$ cat config.mk
export PLATFORM = sky130hd
export DESIGN_NAME = sdi12_response_receiver
export DESIGN_NICKNAME = d
export VERILOG_FILES = /design/src/rtl/sdi12rx_pkg.sv /design/src/rtl/sdi12_response_receiver.sv
export SDC_FILE = /design/constraint.sdc
export NUM_CORES = 1
export LEC_CHECK = 0
export ABC_AREA = 1
export BUFFER_PORTS_ARGS = -buffer_cell sky130_fd_sc_hd__buf_4
export CAP_MARGIN = 20
export CORE_UTILIZATION = 55
export DETAILED_ROUTE_END_ITERATION = 7
export GPL_TIMING_DRIVEN = 1
export PLACE_DENSITY = 0.78
export SLEW_MARGIN = 15
export SYNTH_ARGS = -nofsm -noshare
export SYNTH_HDL_FRONTEND = slang
export SYNTH_SLANG_ARGS = --single-unit
$ cat constraint.sdc
create_clock -name clk -period 2.91 [get_ports clk]
set_clock_uncertainty 0.2 [all_clocks]
set_input_delay 0.4365 -clock clk [delete_from_list [all_inputs] [get_ports clk]]
set_output_delay 0.4365 -clock clk [all_outputs]
set_load 0.05 [all_outputs]
$ cat src/rtl/sdi12rx_pkg.sv
// Package for the SDI-12 response receiver: receiver modes, error codes,
// frame timing constants and the result word layout.
// No dependencies.
package sdi12rx_pkg;

  // Receiver mode: idle, waiting for a start bit, or inside a character.
  typedef enum logic [1:0] {
    MODE_IDLE = 2'd0,
    MODE_WAIT = 2'd1,
    MODE_RECV = 2'd2
  } rx_mode_t;

  // Error codes reported with the end of a response.
  typedef enum logic [2:0] {
    ERR_NONE     = 3'd0,
    ERR_TIMEOUT  = 3'd1,
    ERR_STOP     = 3'd2,
    ERR_PARITY   = 3'd3,
    ERR_OVERFLOW = 3'd4
  } err_code_t;

  // Configuration register indexes.
  localparam logic CFG_TIMEOUT = 1'b0;
  localparam logic CFG_MAXLEN  = 1'b1;

  localparam int unsigned MAX_CHARS = 64;

  // Half-bit tick positions within a character, counted from the start bit.
  localparam logic [4:0] FIRST_SAMPLE = 5'd3;
  localparam logic [4:0] LAST_SAMPLE  = 5'd17;
  localparam logic [4:0] STOP_SAMPLE  = 5'd19;

  localparam logic [6:0] CHAR_CR = 7'h0D;

  localparam logic [15:0] ELAPSED_MAX    = 16'hFFFF;
  localparam logic [15:0] TIMEOUT_RESET  = 16'd2400;
  localparam logic [6:0]  MAXLEN_RESET   = 7'd64;
  localparam logic [6:0]  CHAR_LIMIT_CAP = 7'(MAX_CHARS);

  // One result word.
  typedef struct packed {
    err_code_t  error_code;
    logic       done_res;
    logic [5:0] char_index;
    logic [6:0] char_code;
    logic       char_valid;
  } result_t;

endpackage

$ cat src/rtl/sdi12_response_receiver.sv
// SDI-12 response receiver top level: tick-by-tick UART decode, 7E1, inverted line.
// Depends on sdi12rx_pkg.
//
// The block decodes an SDI-12 sensor response from a stream of sampled line
// levels, one input word per half-bit tick. Each input word is handled in the
// cycle it is accepted: the receiver state and the result register update on
// that same edge, so one word is taken every clock cycle (rate of one word per
// cycle) as long as the result register is empty or is being drained; the only
// stall comes from a result word that waits on m_tready. A begin request starts
// a read and clears the character count and the elapsed-tick timer. While waiting
// for a start bit the block reports a timeout once more than timeout_ticks ticks
// have gone by since a begin request. Within a character the data bits are sampled
// 3, 5, ..., 17 ticks after the start tick (LSB first, seven data bits and even
// parity) and the stop bit at tick 19. Every good character comes out as one
// result word with its position and m_tuser set; a carriage return, a bad stop
// bit, a parity mismatch or too many characters end the response with one word
// that has m_tlast set and carries the matching error code. Ticks that produce
// nothing emit no result word.
module sdi12_response_receiver
  import sdi12rx_pkg::*;
(
  input  logic        clk,
  input  logic        rst,
  // Input stream.
  input  logic        s_tvalid,
  output logic        s_tready,
  input  logic [7:0]  s_tdata,   // [0] begin_req, [1] line_level, [7:2] zero
  // Result stream.
  output logic        m_tvalid,
  input  logic        m_tready,
  output logic [15:0] m_tdata,   // [6:0] char_code, [12:7] char_index,
                                 // [15:13] error_code
  output logic        m_tlast,   // done_res: the response ends with this word
  output logic        m_tuser,   // [0] char_valid: the word carries a character
  // Configuration write port.
  input  logic        cfg_we,
  input  logic        cfg_index,
  input  logic [15:0] cfg_data
);

  // Configuration registers.
  logic [15:0] timeout_ticks;
  logic [6:0]  max_length;

  // Receiver state.
  rx_mode_t    rx_mode, rx_mode_next;
  logic [4:0]  tick_phase, tick_phase_next;
  logic [7:0]  shift_byte, shift_byte_next;
  logic [6:0]  char_count, char_count_next;
  logic [15:0] elapsed_ticks, elapsed_ticks_next;

  // Result register.
  result_t     result, result_next;
  logic        result_hit;

  logic        s_fire;
  logic        begin_req;
  logic        line_level;

  // Working values after a begin request has been applied.
  rx_mode_t    mode_cur;
  logic [4:0]  phase_cur;
  logic [7:0]  shift_cur;
  logic [6:0]  count_cur;
  logic [15:0] elapsed_cur;
  logic [15:0] elapsed_inc;
  logic [4:0]  phase_inc;
  logic [6:0]  char_limit;
  logic [6:0]  rx_char;
  logic        parity_ok;

  assign begin_req  = s_tdata[0];
  assign line_level = s_tdata[1];

  // The result register is free when empty or being drained this cycle.
  assign s_tready = !m_tvalid || m_tready;
  assign s_fire   = s_tvalid && s_tready;

  assign m_tdata  = {result.error_code, result.char_index, result.char_code};
  assign m_tlast  = result.done_res;
  assign m_tuser  = result.char_valid;

  always_ff @(posedge clk) begin
    if (rst) begin
      timeout_ticks <= TIMEOUT_RESET;
      max_length    <= MAXLEN_RESET;
    end else if (cfg_we) begin
      unique case (cfg_index)
        CFG_TIMEOUT: timeout_ticks <= cfg_data;
        CFG_MAXLEN:  max_length    <= cfg_data[6:0];
        default:     timeout_ticks <= timeout_ticks;
      endcase
    end
  end

  // The effective character limit is the smaller of max_length and the cap.
  assign char_limit = (max_length < CHAR_LIMIT_CAP) ? max_length : CHAR_LIMIT_CAP;

  always_comb begin
    mode_cur    = begin_req ? MODE_WAIT : rx_mode;
    phase_cur   = begin_req ? 5'd0  : tick_phase;
    shift_cur   = begin_req ? 8'd0  : shift_byte;
    count_cur   = begin_req ? 7'd0  : char_count;
    elapsed_cur = begin_req ? 16'd0 : elapsed_ticks;

    elapsed_inc = (elapsed_cur < ELAPSED_MAX) ? elapsed_cur + 16'd1 : elapsed_cur;
    phase_inc   = phase_cur + 5'd1;
    rx_char     = shift_cur[6:0];
    parity_ok   = (^rx_char) == shift_cur[7];

    rx_mode_next       = mode_cur;
    tick_phase_next    = phase_cur;
    shift_byte_next    = shift_cur;
    char_count_next    = count_cur;
    elapsed_ticks_next = elapsed_cur;
    result_hit         = 1'b0;
    result_next        = '0;

    unique case (mode_cur)
      MODE_WAIT: begin
        if (line_level) begin
          // Start bit seen: the character timing counts from this tick.
          rx_mode_next       = MODE_RECV;
          tick_phase_next    = 5'd0;
          shift_byte_next    = 8'd0;
          elapsed_ticks_next = elapsed_inc;
        end else if (elapsed_cur > timeout_ticks) begin
          rx_mode_next           = MODE_IDLE;
          result_hit             = 1'b1;
          result_next.done_res   = 1'b1;
          result_next.error_code = ERR_TIMEOUT;
        end else begin
          elapsed_ticks_next = elapsed_inc;
        end
      end
      MODE_RECV: begin
        elapsed_ticks_next = elapsed_inc;
        tick_phase_next    = phase_inc;
        if (phase_inc >= FIRST_SAMPLE && phase_inc <= LAST_SAMPLE && phase_inc[0]) begin
          // Data bit: a high line is a zero bit; shift in from the top, LSB first.
          shift_byte_next = {~line_level, shift_cur[7:1]};
        end else if (phase_inc == STOP_SAMPLE) begin
          rx_mode_next         = MODE_IDLE;
          result_hit           = 1'b1;
          result_next.done_res = 1'b1;
          priority if (line_level) begin
            result_next.error_code = ERR_STOP;
          end else if (!parity_ok) begin
            result_next.error_code = ERR_PARITY;
          end else if (count_cur >= char_limit) begin
            result_next.error_code = ERR_OVERFLOW;
          end else if (rx_char == CHAR_CR) begin
            result_next.error_code = ERR_NONE;
          end else begin
            // Good character: deliver it and wait for the next start bit.
            result_next.done_res   = 1'b0;
            result_next.error_code = ERR_NONE;
            result_next.char_valid = 1'b1;
            result_next.char_code  = rx_char;
            result_next.char_index = count_cur[5:0];
            char_count_next        = count_cur + 7'd1;
            rx_mode_next           = MODE_WAIT;
            tick_phase_next        = 5'd0;
          end
        end
      end
      default: begin
        rx_mode_next = MODE_IDLE;
      end
    endcase
  end

  always_ff @(posedge clk) begin
    if (rst) begin
      rx_mode       <= MODE_IDLE;
      tick_phase    <= 5'd0;
      shift_byte    <= 8'd0;
      char_count    <= 7'd0;
      elapsed_ticks <= 16'd0;
      m_tvalid      <= 1'b0;
    end else begin
      if (s_fire) begin
        rx_mode       <= rx_mode_next;
        tick_phase    <= tick_phase_next;
        shift_byte    <= shift_byte_next;
        char_count    <= char_count_next;
        elapsed_ticks <= elapsed_ticks_next;
        m_tvalid      <= result_hit;
      end else if (m_tready) begin
        m_tvalid <= 1'b0;
      end
    end
  end

  // The result payload needs no reset; it is qualified by m_tvalid.
  always_ff @(posedge clk) begin
    if (s_fire && result_hit) begin
      result <= result_next;
    end
  end

`ifndef SYNTHESIS
  // A waiting result word must block new input words.
  assert property (@(posedge clk) disable iff (rst)
    (m_tvalid && !m_tready) |-> !s_tready)
    else $error("input taken while result word stalled");

  // A delivered character never carries end of response or an error.
  assert property (@(posedge clk) disable iff (rst)
    (m_tvalid && result.char_valid) |-> (!result.done_res && result.error_code == ERR_NONE))
    else $error("character word with done or error set");

  // Every result word is either a character or the end of the response.
  assert property (@(posedge clk) disable iff (rst)
    m_tvalid |-> (result.char_valid != result.done_res))
    else $error("result word is neither character nor end");

  // Inside a character the phase never reaches the stop sample while stored.
  assert property (@(posedge clk) disable iff (rst)
    (rx_mode == MODE_RECV) |-> (tick_phase < STOP_SAMPLE))
    else $error("tick phase ran past the stop bit");

  // The character count never exceeds the cap.
  assert property (@(posedge clk) disable iff (rst)
    char_count <= CHAR_LIMIT_CAP)
    else $error("character count beyond cap");
`endif

endmodule
# == Word-level counts from Yosys, hierarchy flattened ==
# Cells that the tools add are included.
# Widths: inputs -> output; s select.
# op_classes
n_addsub,3
n_lt_le_gt_ge,6
eq_ne,5
mux,56
n_bitwise,5
reduce_logical,12
# op_table
cell,n
$mux 16,4
$mux 7,9
$mux 15,4
$mux 5,8
$mux 18,2
$pmux 16 s2,1
$mux 8,3
$add 16x1->16 const B,1
$gt 16x16->1,1
$lt 16x16->1 const B,1
$pmux 8 s2,1
$mux 2,7
$mux 1,10
$pmux 5 s2,1
$mux 3,3
$pmux 4 s2,1
$add 7x1->7 const B,1
$eq 7x4->1 const B,1
$ge 7x7->1,1
$lt 7x7->1 const B,1
$reduce_or 7->1,1
$reduce_xor 7->1,1
$reduce_or 6->1,1
$add 5x1->5 const B,1
14 further kinds,22
# totals
register_bits,80
input_bits,30
out_inout_bits,20
elab_cells,100

# == Longest topological paths before layout ==
# logic_depth
ltp_word,9
mapped_depth,20
ltp_nobuf,18

# == Worst setup path after synthesis ==
# No wires, ideal clock.
# synth_path
path_type,in2reg
start,in s_tdata[0]
end,"reg result, in the netlist m_tdata[0] (enable)"
setup_ns,0.373
arrival_time_ns,2.444
t_required_ns,2.337
setup_slack_ns,-0.106
cell_stages,15
n_path_buf,2
path_cell_list,inv_4 -> buf_8 -> buf_6 -> nand2_1 -> inv_1 -> ha_1 -> nand3_1 -> xor2_4 -> nor2_1 -> nand2_1 -> nand3_4 -> nand2_1 -> nand2_1 -> nand2_1 -> inv_1
# synth_between
elab_chain_len,8
word_cells_on_any_way,18
classes_between,1 x add/sub; 3 x order compare; 3 x eq/ne; 8 x mux; 3 x reduce/logical
# synth_lines
element,line,source
"start, declared",sdi12_response_receiver.sv:27,"input logic [7:0] s_tdata,"
$mux 5,sdi12_response_receiver.sv:101,phase_cur = begin_req ? 5'd0 : tick_phase;
$add 5x1->5,sdi12_response_receiver.sv:107,phase_inc = phase_cur + 5'd1;
$ge 5x2->1 or $le 5x5->1 (tied branches),sdi12_response_receiver.sv:139,if (phase_inc >= FIRST_SAMPLE && phase_inc <= LAST_SAMPLE && phase_inc[0]) begin
$logic_and 1x1->1 (2 in series),sdi12_response_receiver.sv:139,
$mux 1,sdi12_response_receiver.sv:139,
$pmux 1 s2 (*),sdi12_response_receiver.sv:119,unique case (mode_cur)
$logic_and 1x1->1 (*),sdi12_response_receiver.sv:197,if (s_fire && result_hit) begin
"end signal, assigned",sdi12_response_receiver.sv:198,result <= result_next;
"end, declared",sdi12_response_receiver.sv:53,"result_t result, result_next;"
# Every way passes the cells marked *; elsewhere a longest branch is shown, timed or not.
# A chain may end at the register's enable or synchronous reset.

# == Worst setup path after layout ==
# layout_path
start,in s_tdata[0]
end,"reg result, in the netlist m_tdata[12] (data pin)"
# layout_between
elab_chain_len,6
word_cells_on_any_way,19
classes_between,1 x add/sub; 3 x order compare; 4 x eq/ne; 4 x mux; 3 x bitwise; 4 x reduce/logical
# layout_lines
element,line
$mux 5,sdi12_response_receiver.sv:101
$add 5x1->5,sdi12_response_receiver.sv:107
$ge 5x2->1 or $le 5x5->1 (tied branches),sdi12_response_receiver.sv:139
$logic_and 1x1->1 (2 in series),sdi12_response_receiver.sv:139
$reduce_or 7->1 (no source line),-
# Several ways; a longest one is shown, not always the timed one.

==> out/metrics.cfg <==
[global_routing]
antenna_found_initial=0
grt_pass1_wl_um=24230
grt_pass1_vias=5324
grt_overflow=0
grt_max_degree=35
grt.total_usage_pct=29.74

[logic_synthesis]
seq_area_frac_synth_pct=32.12
ys_ff_latch=80
syn_inst=797
yosysWarnings=0
synth_cell_types=46
synth_nets=855
synthesis.area_um2=5548
synth.avg_cell_area_um2=6.961

[finish]
area_delta_synth_final_pct=17.28
utilization_pct=66.56
mostFrequentLayoutCells=196 x nand2_1, 105 x buf_4, 99 x inv_1
multi_input_area_um2=3164
diodes=0
drive_gt1_share_pct=20.38
regArea_um2=1782
final_common_cell=nand2_1
fin_nets=941
nFillCells=859
stdcell_count=1021
fin_area_um2=6506

[sta]
min_period_over_period_pct=93.63
layout_min_cycle_time_ns=2.725
slew_headroom_pct=47.68
drv_slew=0
hold_viol_final=0
setup_viol=0
rsz0062_at_grt=false
worst_pin_slew_ns=0.7839
setup-tns-final_ns=0
fmax_mhz=367.0

[power_and_ir_drop]
p_leak_nw=2.919
p_comb_share_pct=17.5
pwr_density_cell_nw_per_um2=354.6
p_seq_share_pct=51.5
power.switching_mw=0.6921
ir_drop_v=0.0002648
sw_frac_of_total_pct=30.00
power_mw=2.307
p_clk_share_pct=31.0
p_int_mw=1.615

[worst_setup_path]
path_delay_family=buffers and inverters
cp_common_cell=nand2_1
cp_data_required_time_ns=2.83
worst_setup_path_start_kind=input port
crit_chain=buf_4, inv_6, buf_4, nand2_1, ha_1, xor2_1, inv_1, nand2_1, nand2_1, nand2_1, nand2_2, inv_2, nor2_1, nand2_2, nor2_4, inv_2, nor2_1
crit_path_top_delay_cell=ha_1
path_buf_inv=6
worstPathArrival_ns=2.64
path_class=input port to flop
cpPeakStageDelay_ns=0.29
crit_fanout=14
end_kind=flop

[clocking]
cts-buffers-inserted=9
cts_setup_buffers=0
cts_tree=built
cts_buffer_depth=2
htreeDepth=3
clock_latency_ns=0.38
clk_pin_slew_ns=0.08
cts_sinks=80
cts-root-buf=clkbuf_8

[status]
status=completed

[die]
fp.coreArea_um2=9774
io-pin-count=50
start_util_pct=56.76
die-area_um2=10490
die_w_um=102.4
rows=36
die_h_um=102.4

[detailed_routing]
drc=0
vias=5498
dr.pass1.iters=6
routed_via_density=5.385
drtAntennaViolNets=0
wl_per_cell_um=13.96
dr.first_iter.drc_count=383
wl_um=14250

[placement]
portBuffers=43
dp_hpwl_um=10570
place_congestion=1.013
place_inst=1005
place_area_um2=6347

[worst_hold_path]
min_path_type=input port to flop

[job]
cap_viol_max_count=0

==> power groups by stage <==
stage,Clock (mW),Combinational (mW),Sequential [mW]
after floorplan,0,0.263,1.22
after global placement,0,0.383,1.21
after detailed placement,0,0.396,1.21
after CTS,0.720,0.399,1.19
after global routing,0.767,0.451,1.19
final,0.716,0.404,1.19
==> sequential cells by signal, indices dropped and copies added, names as in the netlist <==
signal	cells
elapsed_ticks	16
m_tdata	16
timeout_ticks	16
shift_byte	8
char_count	7
max_length	7
tick_phase	5
rx_mode	2
m_tlast	1
m_tuser	1
m_tvalid	1
==> area by class of cell <==
class / instances / area share [%]
Sequential cell: 80 / 27.38
Timing Repair Buffer: 106 / 12.42
Multi-Input combinational cell: 574 / 48.63
Clock inverter: 5 / 0.3846
Tap cell: 133 / 2.558
Clock buffer: 11 / 2.019
Inverter: 112 / 6.596
==> synth_stat cells, drive strengths merged <==
library cell	n	area, µm²
inv	109	411.7
xnor2	1	8.760
clkinv	3	11.26
a21o	1	7.510
o21ai	33	165.2
nor3b	1	7.510
nor2	89	437.9
ha	28	350.3
edfxtp	18	540.5
nand2	208	835.8
nor4	3	25.02
o211ai	9	67.56
a31oi	4	25.02
or2	2	12.52
o21bai	1	7.510
o31ai	1	7.510
clkbuf	19	71.32
nand3	54	327.8
xor2	13	132.6
nand3b	2	15.01
nor3	15	123.9
nand4	30	193.9
a211oi	1	7.510
buf	12	107.6
dfxtp	62	1241
a21oi	78	405.4
==> tightest hold or removal path, cell delays in order <==
cell,delay (ns)
buf_4,0.08
nand2_1,0.04
o211ai_1,0.07
==> through the flow <==
| step | setup WS (ns) | hold slack [ns] |
|---|---|---|
| floorplan | 0.01220 | 0.2304 |
| global placement | -0.003625 | 0.2536 |
| detailed placement | -0.1221 | 0.2601 |
| CTS | 0.1661 | 0.09082 |
| global route | 0.001392 | 0.1073 |
| finish | 0.1853 | 0.09075 |
==> metal layers <==
metal / up-vias / track usage [%] / share of wire [%] / wire [µm]
met5: - / 0 / 0 / 0
met4: 0 / 12.75 / 2.7 / 384
met3: 38 / 5.198 / 5.8 / 829
met2: 192 / 53.33 / 49 / 6947
met1: 2491 / 34.63 / 43 / 6093
li1: 2777 / - / - / -
==> final timing paths <==
kind | end | slack, ns | cells past startpoint | startpoint
worst max-delay path | m_tdata[12] | 0.19 | 17 | s_tdata[0]
worst min-delay path | timeout_ticks[8] | 0.09 | 3 | cfg_data[8]
worst max register to register | elapsed_ticks[4] | 0.24 | 14 | elapsed_ticks[11]
worst min register to register | elapsed_ticks[9] | 0.27 | 2 | elapsed_ticks[9]
==> cell families (layout without fill, tap and decap cells) <==
kind of cell,count (synthesis),count (layout),share of synthesized area (%)
simple gates,404,404,35.68
buf+inv,143,234,10.85
compound gates,128,128,12.49
flops,80,80,32.12
fa+ha+maj,28,28,6.315
xor+xnor,14,14,2.549
==> timing repair <==
item	in CTS	in global routing
hold buffers	0	0
resized for setup	0	1
setup endpoints to repair	0	5
Note: power is estimated with default switching activity, not from simulation.
